<file path="src/rtl/gsec_pkg.sv">
// Shared types, constants and kernel tables for the edge-clamped Gaussian smoother.
// No dependencies; the RTL files refer to it by scoped names, the testbench imports it.
package gsec_pkg;

  localparam int SAMPLE_BITS = 24;
  localparam int HALF_MAX    = 10;
  localparam int WIN_DEPTH   = 2 * HALF_MAX + 1;
  localparam int HW_NARROW   = 4;
  localparam int HW_WIDE     = 10;
  localparam int IDX_BITS    = $clog2(HALF_MAX + 1);
  localparam int CNT_BITS    = 4;
  localparam logic [CNT_BITS-1:0] SEEN_MAX = CNT_BITS'(15);

  localparam int TAP_BITS    = 12;
  localparam int PAIR_BITS   = SAMPLE_BITS + 1;
  // |weighted sum| <= 2^23 * 7471 < 2^36
  localparam int ACC_BITS    = 37;
  localparam int MAG_BITS    = ACC_BITS - 1;

  localparam int NORM_BITS   = 13;
  localparam int NORM_NARROW = 7471;
  localparam int NORM_WIDE   = 1945;

  // floor(2^MAG_BITS / norm); estimate is exact or one short
  localparam int REC_BITS    = 26;
  localparam logic [REC_BITS-1:0] REC_NARROW =
    REC_BITS'((64'd1 << MAG_BITS) / NORM_NARROW);
  localparam logic [REC_BITS-1:0] REC_WIDE =
    REC_BITS'((64'd1 << MAG_BITS) / NORM_WIDE);
  localparam int SPLIT       = MAG_BITS / 2;
  localparam int PP_BITS     = SPLIT + REC_BITS;
  localparam int FULL_BITS   = MAG_BITS + REC_BITS;
  localparam int QUO_BITS    = SAMPLE_BITS + 1;
  localparam int REM_BITS    = NORM_BITS + 1;

  localparam int SAT_HI = 2 ** (SAMPLE_BITS - 1) - 1;
  localparam int SAT_LO = -(2 ** (SAMPLE_BITS - 1));

  typedef enum logic {
    MODE_NARROW = 1'b0,
    MODE_WIDE   = 1'b1
  } mode_t;

  typedef logic signed [SAMPLE_BITS-1:0] sample_t;
  typedef logic signed [ACC_BITS-1:0]    acc_t;

  typedef struct packed {
    logic valid;
    logic last;
  } tag_t;

  function automatic logic [TAP_BITS-1:0] tap_weight(mode_t m, logic [IDX_BITS-1:0] a);
    logic [TAP_BITS-1:0] w;
    w = '0;
    if (m == MODE_WIDE) begin
      case (a)
        0:       w = 12'd259;
        1:       w = 12'd245;
        2:       w = 12'd207;
        3:       w = 12'd157;
        4:       w = 12'd106;
        5:       w = 12'd65;
        6:       w = 12'd35;
        7:       w = 12'd17;
        8:       w = 12'd7;
        9:       w = 12'd3;
        10:      w = 12'd1;
        default: w = '0;
      endcase
    end else begin
      case (a)
        0:       w = 12'd2981;
        1:       w = 12'd1808;
        2:       w = 12'd403;
        3:       w = 12'd33;
        4:       w = 12'd1;
        default: w = '0;
      endcase
    end
    return w;
  endfunction

  function automatic logic [NORM_BITS-1:0] norm_of(mode_t m);
    return (m == MODE_WIDE) ? NORM_BITS'(NORM_WIDE) : NORM_BITS'(NORM_NARROW);
  endfunction

  function automatic logic [REC_BITS-1:0] recip_of(mode_t m);
    return (m == MODE_WIDE) ? REC_WIDE : REC_NARROW;
  endfunction

  function automatic logic [CNT_BITS-1:0] half_width(mode_t m);
    return (m == MODE_WIDE) ? CNT_BITS'(HW_WIDE) : CNT_BITS'(HW_NARROW);
  endfunction

endpackage

</file>
<file path="src/rtl/gsec_div.sv">
// Normalization: round-half-away division by the tap sum, saturation, output register.
// Reciprocal multiply with one correction step, five stages. Depends on gsec_pkg.
module gsec_div (
  input  logic              clk,
  input  logic              rst,
  input  gsec_pkg::mode_t   mode,
  input  gsec_pkg::tag_t    tag_in,
  input  gsec_pkg::acc_t    sum,
  output logic              ready_up,
  output gsec_pkg::tag_t    tag_out,
  output gsec_pkg::sample_t smoothed,
  input  logic              ready_dn
);
  localparam int NS = 5;

  logic [NS-1:0] v, lst, ld, v_prev, lst_prev;

  logic                               neg5, neg6, neg7, neg8;
  logic [gsec_pkg::MAG_BITS-1:0]      mag5, mag6, mag7;
  logic [gsec_pkg::PP_BITS-1:0]       ph, pl;
  logic [gsec_pkg::QUO_BITS-1:0]      q7, q8, qf;
  logic [gsec_pkg::REM_BITS-1:0]      r8;
  logic [gsec_pkg::NORM_BITS-1:0]     norm;
  gsec_pkg::acc_t                     abs_sum;
  logic [gsec_pkg::FULL_BITS-1:0]     full;
  logic signed [gsec_pkg::QUO_BITS:0] val;
  gsec_pkg::sample_t                  sat;

  assign v_prev   = {v[NS-2:0], tag_in.valid};
  assign lst_prev = {lst[NS-2:0], tag_in.last};

  always_comb begin
    ld[NS-1] = !v[NS-1] || ready_dn;
    for (int i = NS - 2; i >= 0; i--) begin
      ld[i] = !v[i] || ld[i+1];
    end
  end

  assign ready_up = ld[0];
  assign tag_out  = '{valid: v[NS-1], last: lst[NS-1]};

  always_ff @(posedge clk) begin
    if (rst) begin
      v <= '0;
    end else begin
      for (int i = 0; i < NS; i++) begin
        if (ld[i]) v[i] <= v_prev[i];
      end
    end
  end

  always_ff @(posedge clk) begin
    for (int i = 0; i < NS; i++) begin
      if (ld[i]) lst[i] <= lst_prev[i];
    end
  end

  assign norm    = gsec_pkg::norm_of(mode);
  assign abs_sum = sum[gsec_pkg::ACC_BITS-1] ? -sum : sum;
  assign full    = (gsec_pkg::FULL_BITS'(ph) << gsec_pkg::SPLIT) + gsec_pkg::FULL_BITS'(pl);

  // estimate may be one short; remainder >= norm bumps it
  always_comb begin
    qf  = q8 + gsec_pkg::QUO_BITS'(r8 >= gsec_pkg::REM_BITS'(norm));
    val = neg8 ? -$signed({1'b0, qf}) : $signed({1'b0, qf});
    if (val > (gsec_pkg::QUO_BITS + 1)'(gsec_pkg::SAT_HI)) begin
      sat = gsec_pkg::SAMPLE_BITS'(gsec_pkg::SAT_HI);
    end else if (val < (gsec_pkg::QUO_BITS + 1)'(gsec_pkg::SAT_LO)) begin
      sat = gsec_pkg::SAMPLE_BITS'(gsec_pkg::SAT_LO);
    end else begin
      sat = gsec_pkg::SAMPLE_BITS'(val);
    end
  end

  always_ff @(posedge clk) begin
    if (ld[0]) begin
      neg5 <= sum[gsec_pkg::ACC_BITS-1];
      mag5 <= gsec_pkg::MAG_BITS'(abs_sum) + gsec_pkg::MAG_BITS'(norm >> 1);
    end
    if (ld[1]) begin
      ph   <= gsec_pkg::PP_BITS'(mag5[gsec_pkg::MAG_BITS-1:gsec_pkg::SPLIT]
                                 * gsec_pkg::recip_of(mode));
      pl   <= gsec_pkg::PP_BITS'(mag5[gsec_pkg::SPLIT-1:0] * gsec_pkg::recip_of(mode));
      mag6 <= mag5;
      neg6 <= neg5;
    end
    if (ld[2]) begin
      q7   <= full[gsec_pkg::MAG_BITS +: gsec_pkg::QUO_BITS];
      mag7 <= mag6;
      neg7 <= neg6;
    end
    if (ld[3]) begin
      r8   <= gsec_pkg::REM_BITS'(mag7 - gsec_pkg::MAG_BITS'(q7 * norm));
      q8   <= q7;
      neg8 <= neg7;
    end
    if (ld[4]) begin
      smoothed <= sat;
    end
  end

endmodule

</file>
<file path="config.mk">
export PLATFORM = sky130hd
export DESIGN_NAME = gsec_div
export DESIGN_NICKNAME = d
export VERILOG_FILES = /design/src/rtl/gsec_pkg.sv /design/src/rtl/gsec_div.sv
export SDC_FILE = /design/constraint.sdc
export NUM_CORES = 2
export LEC_CHECK = 0
export BUFFER_PORTS_ARGS = -buffer_cell sky130_fd_sc_hd__buf_2
export CAP_MARGIN = 20
export CORE_ASPECT_RATIO = 1.75
export CORE_MARGIN = 2
export CORE_UTILIZATION = 55
export CTS_BUF_LIST = sky130_fd_sc_hd__clkbuf_4 sky130_fd_sc_hd__clkbuf_8
export DETAILED_ROUTE_END_ITERATION = 8
export GPL_TIMING_DRIVEN = 0
export PLACE_DENSITY = 0.81
export SYNTH_ARGS = -nofsm -noshare
export SYNTH_HDL_FRONTEND = slang
export SYNTH_SLANG_ARGS = --single-unit
</file>
<file path="constraint.sdc">
create_clock -name clk -period 11.9 [get_ports clk]
set_input_delay 1.785 -clock clk [delete_from_list [all_inputs] [get_ports clk]]
set_output_delay 1.785 -clock clk [all_outputs]
set_load 0.01 [all_outputs]
</file>
==> qor.yml <==
layout_common_cells: "inv_1 (825), fa_1 (494), ha_1 (445)"
row_count: 119
reg2reg_depth: 24
grt_pass1_wl_mm: 134
fin_crit_ns: 11.28
multi_input_area_sq_um: 23100
cts_setup_buffers: 0
critPathMaxFanout: 18
gp_congestion: 1.01
relSlewSlack: 0.190
hold_class: "reg2reg"
cts.hold.buffers_added: 0
final_common_cell: "inv_1"
grt_usage: 0.287
fin_tns_setup_ns: 0
clock.fmax_ghz: 0.0886
wl_mm: 86.5
synth_top_cell_area_share: 0.297
synthArstFlopShare: 0
root_buffer: "clkbuf_8"
cts_tree: "yes"
r2r-end: "pl[37]"
status: "finished, final reports clean"
ys_types: 88
port_buffers: 66
n_fill_cell: 4974
clk_path_buf_depth: 3
period_share: 0.948
ant_nets: 0
grt_setup_unrepaired: "no"
required_ns: 12.21
die_w_um: 190
post_drt_wl_per_cell_um: 20.3
hold_start: "mag6[10]"
cp-start-kind: "input port"
synthCells: 3278
synth.ff_latch_count: 235
fin_skew_ns: 0.0288
path_clk_slew_ns: 0.07
yosys-top-cells-area: "fa_1 (30%), edfxtp_1 (21%), ha_1 (17%), inv_1 (9.3%), xnor2_1 (4.0%)"
clock-sinks: 235
htreeDepth: 2
synth_largest_area_cell: "fa_1"
synth_edf_count: 230
via_count: 23200
worstSetupEndpointType: "register"
ff_latch_area_sq_um: 7010
report.final.slew_viol_count: 0
io_pins: 70
drtIter0Drc: 1258
syn_area_sq_um: 33300
maxCapViolations: 0
drt_first_pass_iters: 5
fin_util: 0.596
ys.flop_type: "edfxtp_1"
fin_nets: 4428
worstMarginPinSlew_ns: 1.22
ctsResizeCount: 0
drc: 0
ys_seq_area_frac: 0.210
dp_hpwl_mm: 74.3
reg2reg_from: "mag5[10]"
crit_path_end: "pl[37]"
reg2reg_slack_ns: 3.37
die_h_um: 330
post_route_cells_drive_above_1_share: 0.0533
overflow: 0
grt_antenna_before_repair: 3
vias_per_cell: 5.44
numCtsBuffers: 37
grt_pass1_vias: 24800
crit_type: "in2reg"
yosys_warnings: 0
hold_violations: 0
min_path_cells: 0
synth_area_per_cell_sq_um: 10.2
core-area_sq_um: 60000
initial_core_util: 0.555
dieArea_sq_um: 62600
grt_max_degree: 79
cp-startpoint: "mode"
clkLatencyLatePin_ns: 0.59
area_growth_pct: 7.31
setup-violations-final: 0
cp.arrival_ns: 11.59
through the flow:
stage | instances | hold WS, ns | area, sq um | setup slack [ns]
6_report | 4262 | 0.407 | 35800 | 0.618
5_1_grt | 4261 | 0.398 | 35800 | 0.379
4_1_cts | 4259 | 0.393 | 35700 | 0.515
3_5_place_dp | 4192 | 0.405 | 34900 | 0.00130
3_3_place_gp | 4188 | 0.401 | 34900 | -0.913
2_1_floorplan | 3336 | 0.400 | 33500 | 3.12
registers in the layout, summed over array words and instances (netlist names), 5 cells and up:
register / cells
lst: 5
pl: 26
v: 5
mag7: 14
q7: 25
q8: 25
r8: 14
mag5: 36
mag6: 14
smoothed: 24
ph: 43
worst min-delay path by stage:
| stage | endpoint | slack [ns] |
|---|---|---|
| floorplan | lst[1] | 0.40 |
| global placement | lst[1] | 0.40 |
| detailed placement | mag7[10] | 0.40 |
| CTS | mag7[10] | 0.39 |
| global route | mag7[10] | 0.40 |
| finish | mag7[10] | 0.41 |
area by class of cell:
class                   instances  area share
clock inverters                22     0.00605
plain buffers                  80     0.00903
inverters                     827      0.0868
diodes                          2    0.000140
flip-flops and latches        235       0.196
repair buffers                 71      0.0118
multi-input cells            2194       0.647
clock buffers                  45      0.0161
well taps                     786      0.0275
logic make-up after synthesis:
family | synth area share
mux | 0.00252
xor+xnor | 0.0570
flops | 0.210
compound gates | 0.0753
simple gates | 0.0879
buf+inv | 0.103
fa+ha+maj | 0.464
other cells | 0.000225
cell usage after synthesis, types with 17 or more instances:
master / count
ha_1: 445
o21ai_1: 20
xor2_1: 64
a21o_1: 43
nor2b_1: 20
edfxtp_1: 230
xnor2_1: 153
nand2_1: 199
and3_1: 27
o21ai_0: 75
nand2b_1: 28
nand3_1: 42
or3_1: 17
a21oi_1: 88
nor3_1: 37
inv_1: 826
nor2_1: 120
fa_1: 494
clkbuf_1: 67
worst max-delay path: stages:
cell and delay [ns]:
buf_2 0.25, clkbuf_1 0.24, inv_1 0.10, clkbuf_1 0.64, buf_1 0.83, buf_2 0.80
nor2_1 0.30, ha_1 0.28, clkbuf_1 0.10, fa_1 0.41, fa_1 0.49, fa_1 0.50
inv_1 0.20, fa_1 0.48, fa_1 0.80, inv_1 0.12, ha_1 0.37, and3_1 0.21
nand3_1 0.13, a2111oi_0 0.37, dlymetal6s2s_1 0.26, o211ai_1 0.21, a21boi_0 0.42, o21ai_0 0.22
a211oi_1 0.44, o211ai_1 0.16, a31oi_1 0.44
metal layers:
| metal | vias up | share of wire | global-route usage |
|---|---|---|---|
| met4 | 0 | 0.10 | 0.249 |
| met3 | 337 | 0.041 | 0.0364 |
| met2 | 703 | 0.53 | 0.527 |
| li1 | 10800 | - | - |
| met1 | 11400 | 0.33 | 0.281 |
| met5 | - | 0 | 0 |
Power is not shown: default switching activity piles up to over one toggle a cycle in this logic, so the estimate is an artifact.
