--- src/rtl/gsec_pkg.sv ---
// Shared types, constants and kernel tables for the edge-clamped Gaussian smoother.
// No dependencies; the RTL files refer to it by scoped names, the testbench imports it.
package gsec_pkg;

  localparam int SAMPLE_BITS = 24;
  localparam int HALF_MAX    = 10;
  localparam int WIN_DEPTH   = 2 * HALF_MAX + 1;
  localparam int HW_NARROW   = 4;
  localparam int HW_WIDE     = 10;
  localparam int IDX_BITS    = $clog2(HALF_MAX + 1);
  localparam int CNT_BITS    = 4;
  localparam logic [CNT_BITS-1:0] SEEN_MAX = CNT_BITS'(15);

  localparam int TAP_BITS    = 12;
  localparam int PAIR_BITS   = SAMPLE_BITS + 1;
  // |weighted sum| <= 2^23 * 7471 < 2^36
  localparam int ACC_BITS    = 37;
  localparam int MAG_BITS    = ACC_BITS - 1;

  localparam int NORM_BITS   = 13;
  localparam int NORM_NARROW = 7471;
  localparam int NORM_WIDE   = 1945;

  // floor(2^MAG_BITS / norm); estimate is exact or one short
  localparam int REC_BITS    = 26;
  localparam logic [REC_BITS-1:0] REC_NARROW =
    REC_BITS'((64'd1 << MAG_BITS) / NORM_NARROW);
  localparam logic [REC_BITS-1:0] REC_WIDE =
    REC_BITS'((64'd1 << MAG_BITS) / NORM_WIDE);
  localparam int SPLIT       = MAG_BITS / 2;
  localparam int PP_BITS     = SPLIT + REC_BITS;
  localparam int FULL_BITS   = MAG_BITS + REC_BITS;
  localparam int QUO_BITS    = SAMPLE_BITS + 1;
  localparam int REM_BITS    = NORM_BITS + 1;

  localparam int SAT_HI = 2 ** (SAMPLE_BITS - 1) - 1;
  localparam int SAT_LO = -(2 ** (SAMPLE_BITS - 1));

  typedef enum logic {
    MODE_NARROW = 1'b0,
    MODE_WIDE   = 1'b1
  } mode_t;

  typedef logic signed [SAMPLE_BITS-1:0] sample_t;
  typedef logic signed [ACC_BITS-1:0]    acc_t;

  typedef struct packed {
    logic valid;
    logic last;
  } tag_t;

  function automatic logic [TAP_BITS-1:0] tap_weight(mode_t m, logic [IDX_BITS-1:0] a);
    logic [TAP_BITS-1:0] w;
    w = '0;
    if (m == MODE_WIDE) begin
      case (a)
        0:       w = 12'd259;
        1:       w = 12'd245;
        2:       w = 12'd207;
        3:       w = 12'd157;
        4:       w = 12'd106;
        5:       w = 12'd65;
        6:       w = 12'd35;
        7:       w = 12'd17;
        8:       w = 12'd7;
        9:       w = 12'd3;
        10:      w = 12'd1;
        default: w = '0;
      endcase
    end else begin
      case (a)
        0:       w = 12'd2981;
        1:       w = 12'd1808;
        2:       w = 12'd403;
        3:       w = 12'd33;
        4:       w = 12'd1;
        default: w = '0;
      endcase
    end
    return w;
  endfunction

  function automatic logic [NORM_BITS-1:0] norm_of(mode_t m);
    return (m == MODE_WIDE) ? NORM_BITS'(NORM_WIDE) : NORM_BITS'(NORM_NARROW);
  endfunction

  function automatic logic [REC_BITS-1:0] recip_of(mode_t m);
    return (m == MODE_WIDE) ? REC_WIDE : REC_NARROW;
  endfunction

  function automatic logic [CNT_BITS-1:0] half_width(mode_t m);
    return (m == MODE_WIDE) ? CNT_BITS'(HW_WIDE) : CNT_BITS'(HW_NARROW);
  endfunction

endpackage

--- src/rtl/gsec_mac.sv ---
// Kernel multiply-accumulate: symmetric pair sums, tap products, adder tree.
// Four stages with valid/ready per stage. Depends on gsec_pkg.
module gsec_mac (
  input  logic              clk,
  input  logic              rst,
  input  gsec_pkg::mode_t   mode,
  input  gsec_pkg::tag_t    tag_in,
  output logic              ready_up,
  input  gsec_pkg::sample_t win [gsec_pkg::WIN_DEPTH],
  output gsec_pkg::tag_t    tag_out,
  input  logic              ready_dn,
  output gsec_pkg::acc_t    sum
);
  localparam int NS = 4;

  logic [NS-1:0] v, lst, ld, v_prev, lst_prev;

  logic signed [gsec_pkg::PAIR_BITS-1:0] pair_next [gsec_pkg::HALF_MAX+1];
  logic signed [gsec_pkg::PAIR_BITS-1:0] pair      [gsec_pkg::HALF_MAX+1];
  gsec_pkg::acc_t prod [gsec_pkg::HALF_MAX+1];
  gsec_pkg::acc_t grp  [3];

  assign v_prev   = {v[NS-2:0], tag_in.valid};
  assign lst_prev = {lst[NS-2:0], tag_in.last};

  // a stage loads when it is empty or its word moves on
  always_comb begin
    ld[NS-1] = !v[NS-1] || ready_dn;
    for (int i = NS - 2; i >= 0; i--) begin
      ld[i] = !v[i] || ld[i+1];
    end
  end

  assign ready_up = ld[0];
  assign tag_out  = '{valid: v[NS-1], last: lst[NS-1]};

  always_ff @(posedge clk) begin
    if (rst) begin
      v <= '0;
    end else begin
      for (int i = 0; i < NS; i++) begin
        if (ld[i]) v[i] <= v_prev[i];
      end
    end
  end

  always_ff @(posedge clk) begin
    for (int i = 0; i < NS; i++) begin
      if (ld[i]) lst[i] <= lst_prev[i];
    end
  end

  // the window centre sits at the half-width of the selected kernel
  always_comb begin
    for (int a = 0; a <= gsec_pkg::HALF_MAX; a++) begin
      pair_next[a] = '0;
    end
    if (mode == gsec_pkg::MODE_WIDE) begin
      pair_next[0] = gsec_pkg::PAIR_BITS'(win[gsec_pkg::HW_WIDE]);
      for (int a = 1; a <= gsec_pkg::HW_WIDE; a++) begin
        pair_next[a] = gsec_pkg::PAIR_BITS'(win[gsec_pkg::HW_WIDE - a])
                     + gsec_pkg::PAIR_BITS'(win[gsec_pkg::HW_WIDE + a]);
      end
    end else begin
      pair_next[0] = gsec_pkg::PAIR_BITS'(win[gsec_pkg::HW_NARROW]);
      for (int a = 1; a <= gsec_pkg::HW_NARROW; a++) begin
        pair_next[a] = gsec_pkg::PAIR_BITS'(win[gsec_pkg::HW_NARROW - a])
                     + gsec_pkg::PAIR_BITS'(win[gsec_pkg::HW_NARROW + a]);
      end
    end
  end

  always_ff @(posedge clk) begin
    if (ld[0]) begin
      for (int a = 0; a <= gsec_pkg::HALF_MAX; a++) pair[a] <= pair_next[a];
    end
    if (ld[1]) begin
      for (int a = 0; a <= gsec_pkg::HALF_MAX; a++) begin
        prod[a] <= gsec_pkg::ACC_BITS'(pair[a] * $signed({1'b0,
                     gsec_pkg::tap_weight(mode, gsec_pkg::IDX_BITS'(a))}));
      end
    end
    if (ld[2]) begin
      grp[0] <= prod[0] + prod[1] + prod[2] + prod[3];
      grp[1] <= prod[4] + prod[5] + prod[6] + prod[7];
      grp[2] <= prod[8] + prod[9] + prod[10];
    end
    if (ld[3]) begin
      sum <= grp[0] + grp[1] + grp[2];
    end
  end

endmodule

--- config.mk ---
export PLATFORM = sky130hd
export DESIGN_NAME = gsec_mac
export DESIGN_NICKNAME = d
export VERILOG_FILES = /design/src/rtl/gsec_pkg.sv /design/src/rtl/gsec_mac.sv
export SDC_FILE = /design/constraint.sdc
export NUM_CORES = 2
export LEC_CHECK = 0
export BUFFER_PORTS_ARGS = -buffer_cell sky130_fd_sc_hd__buf_2
export CAP_MARGIN = 20
export CORE_UTILIZATION = 60
export CTS_CLUSTER_DIAMETER = 50
export DETAILED_ROUTE_END_ITERATION = 6
export PLACE_DENSITY_LB_ADDON = 0.1
export SYNTH_ARGS = -nofsm -noshare
export SYNTH_HDL_FRONTEND = slang
export SYNTH_SLANG_ARGS = --single-unit
--- constraint.sdc ---
create_clock -name clk -period 15.1 [get_ports clk]
set_input_delay 0.755 -clock clk [delete_from_list [all_inputs] [get_ports clk]]
set_output_delay 0.755 -clock clk [all_outputs]
set_load 0.05 [all_outputs]
==> flow_metrics.env <==
export IMPL_status="completed"
export IMPL_cap_violations=0
export IMPL_cp_end_kind="flip-flop"
export IMPL_clockRootBuffer="clkbuf_16"
export IMPL_yosysWarnings=0
export IMPL_crit_arrival_ns=7.60
export IMPL_hp_class="primary input to flip-flop"
export IMPL_place_hpwl_um=235000
export IMPL_start_kind="primary input"
export IMPL_drtPass1Iterations=6
export IMPL_synth_edf_count=821
export IMPL_finalSetupViolations=0
export IMPL_cts_made_buffers=113
export IMPL_synth_cell_types=102
export IMPL_grtUsageTotal_pct=34.3
export IMPL_cts_resized=0
export IMPL_tightest_slew_ns=1.26
export IMPL_grt_overflow_total=0
export IMPL_fin_crit_sh_pct=46.9
export IMPL_period_needed_ns=7.09
export IMPL_core_area_mm2=0.159
export IMPL_dieHeight_um=404
export IMPL_slew_headroom_pct=15.2
export IMPL_area_growth_pct=9.75
export IMPL_cp_cell_sequence="buf_8 -> buf_4 -> buf_12 -> nand2_1 -> ha_1 -> inv_1 -> fa_1 -> inv_1 -> fa_1 -> fa_1 -> inv_1 -> fa_1 -> inv_1 -> ha_1 -> a21o_1 -> a21o_1 -> a211oi_1 -> o21ai_0 -> a21o_1 -> a21oi_1 -> a21boi_1 -> nor2_1 -> a311o_1"
export IMPL_grt_max_degree=172
export IMPL_ys_flop_type="edfxtp_1"
export IMPL_cp_required_ns=15.61
export IMPL_totalWireLength_um=277000
export IMPL_crit_slowest_cell="buf_4"
export IMPL_async_flop_share_pct=0
export IMPL_viasPerCell=5.86
export IMPL_rows=146
export IMPL_drc_errors=0
export IMPL_layout_commonest_cell="inv_1"
export IMPL_htree_num_levels=3
export IMPL_max_stage_delay_ns=0.57
export IMPL_multiInputGateArea_mm2=0.0658
export IMPL_antenna_found_initial=36
export IMPL_fmax_mhz=141
export IMPL_grt_pass1_vias=73600
export IMPL_rsz0062_at_grt="no"
export IMPL_finClkSkew_ns=0.0475
export IMPL_syn_area_mm2=0.0967
export IMPL_final_cell_mix="inv_1, ha_1, fa_1, edfxtp_1, a21oi_1"
export IMPL_cts_path_max_buffers=3
export IMPL_ys_ff_latch=825
export IMPL_wl_per_cell_um=22.2
export IMPL_final_setup_tns_ns=0
export IMPL_clkLatencyLatePin_ns=0.77
export IMPL_port_buffers=549
export IMPL_postCtsSetupBuffers=0
export IMPL_drt_iter0_markers=6256
export IMPL_drv_slew=0
export IMPL_ioPinCount=550
export IMPL_cts_sinks=825
export IMPL_postSynthCellCount=9591
export IMPL_gp_congestion=1.05
export IMPL_fp_dieArea_mm2=0.163
export IMPL_seqCellArea_mm2=0.0247
export IMPL_initial_core_util_pct=60.7
export IMPL_fillers=12900
export IMPL_worstSetupPathType="primary input to flip-flop"
export IMPL_vias=73000
export IMPL_layout_drive_gt1_share_pct=8.88
export IMPL_grt_pass1_wl_um=426000
export IMPL_cts_tree="built"
export IMPL_hold_viol=0
export IMPL_cts_clk_slew_worst_paths_ns=0.06
export IMPL_cp_max_fo=171
export IMPL_dieWidth_um=404
export IMPL_ys_seq_area_share_pct=25.6
export IMPL_ant_nets=0
export IMPL_syn_avg_cell_area_um2=10.1
export IMPL_cts_hold_buf=0
export IMPL_finalNetCount=13100
[critical path, delay by kind of cell]
kind                       cells  cell delay (ns)
adders and majority gates      6             2.76
and+or+nand+nor                2             0.35
buffers and inverters          7             1.63
AOI/OAI and AO/OA              8             1.75
[cell type report]
type	count	area share [%]
clock inverters	92	1.04
flip-flops and latches	825	23.3
clock buffers	122	2.70
inverters	1558	5.52
diodes	15	0.0354
repair buffers	581	2.86
multi-input cells	7125	62.0
well taps	2146	2.53
[Yosys cell counts, types with 10 or more instances]
library cell | n | area, µm²
or3_1 | 45 | 282
o31a_1 | 26 | 228
o21ai_1 | 17 | 85.1
and3_1 | 71 | 444
a21o_1 | 355 | 2670
fa_1 | 893 | 17900
xor2_1 | 202 | 1770
a31o_2 | 13 | 114
a211oi_1 | 67 | 503
nand4_1 | 59 | 369
a21boi_0 | 28 | 210
a311oi_1 | 15 | 131
a211o_1 | 21 | 184
o21ai_0 | 341 | 1710
a31oi_1 | 84 | 526
nand2_1 | 400 | 1500
nor4_1 | 26 | 163
o22ai_1 | 14 | 87.6
and2_1 | 228 | 1430
a2111oi_0 | 16 | 140
and4_1 | 13 | 114
xnor2_1 | 418 | 3660
nor2_1 | 525 | 1970
or2_2 | 33 | 206
nor3_1 | 134 | 671
a21oi_1 | 612 | 3060
ha_1 | 1467 | 18400
nor3b_1 | 17 | 128
nor2b_1 | 135 | 845
buf_1 | 33 | 124
inv_1 | 1556 | 5840
a221oi_1 | 10 | 87.6
o31ai_1 | 29 | 218
o21bai_1 | 83 | 623
mux2i_1 | 18 | 180
o211ai_1 | 46 | 345
nand2b_1 | 99 | 619
nand3_1 | 121 | 606
mux2_2 | 50 | 563
nand3b_1 | 19 | 143
o21a_1 | 115 | 863
edfxtp_1 | 821 | 24700
a41oi_1 | 11 | 96.3
clkbuf_1 | 120 | 450
[logic make-up (layout without fill, tap and decap cells)]
family	after synthesis	after routing	synth area share, %
fa+ha+maj	2360	2360	37.5
compound gates	2046	2046	13.8
simple gates	1956	1956	10.1
buf+inv	1713	2353	6.66
flops	825	825	25.6
xor+xnor	620	620	5.61
mux	69	69	0.784
other cells	2	89	0.00776
[layer usage]
layer / track usage [%] / up-vias / share of wire, % / routed length [µm]
met4: 12.4 / 12 / 4.0 / 11100
li1: - / 34300 / - / -
met3: 5.81 / 467 / 8.0 / 22300
met1: 47.9 / 35700 / 43 / 120000
met2: 53.8 / 2478 / 45 / 124000
met5: 0 / - / 0.028 / 77
[metrics by stage]
step	hold slack (ns)	instances	cell area (µm²)	util [%]	setup slack, ns
2_1_floorplan	0.400	9663	97000	-	5.67
3_3_place_gp	0.403	12200	102000	64.1	7.51
3_5_place_dp	0.428	12200	102000	64.1	7.24
4_1_cts	0.141	12400	106000	66.6	8.08
5_1_grt	0.181	12500	106000	66.6	7.57
6_report	0.183	12500	106000	66.6	8.01
[registers in the layout, indices dropped and copies added, names as in the netlist]
register and count:
grp 111, v 4, prod 395, lst 4, pair 274, sum 37
[worst paths after layout]
kind | start | endpoint | slack [ns] | depth (start not counted)
max | mode | prod[0][34]$_DFFE_PP_ | 8.01 | 23
min reg2reg | lst[2]$_DFFE_PP_ | lst[3]$_DFFE_PP_ | 0.44 | 0
max reg2reg | pair[2][5]$_DFFE_PP_ | prod[2][30]$_DFFE_PP_ | 8.96 | 20
min | rst | v[1]$_SDFFE_PP0P_ | 0.18 | 2
Power is not shown: default switching activity piles up to over one toggle a cycle in this logic, so the estimate is an artifact.
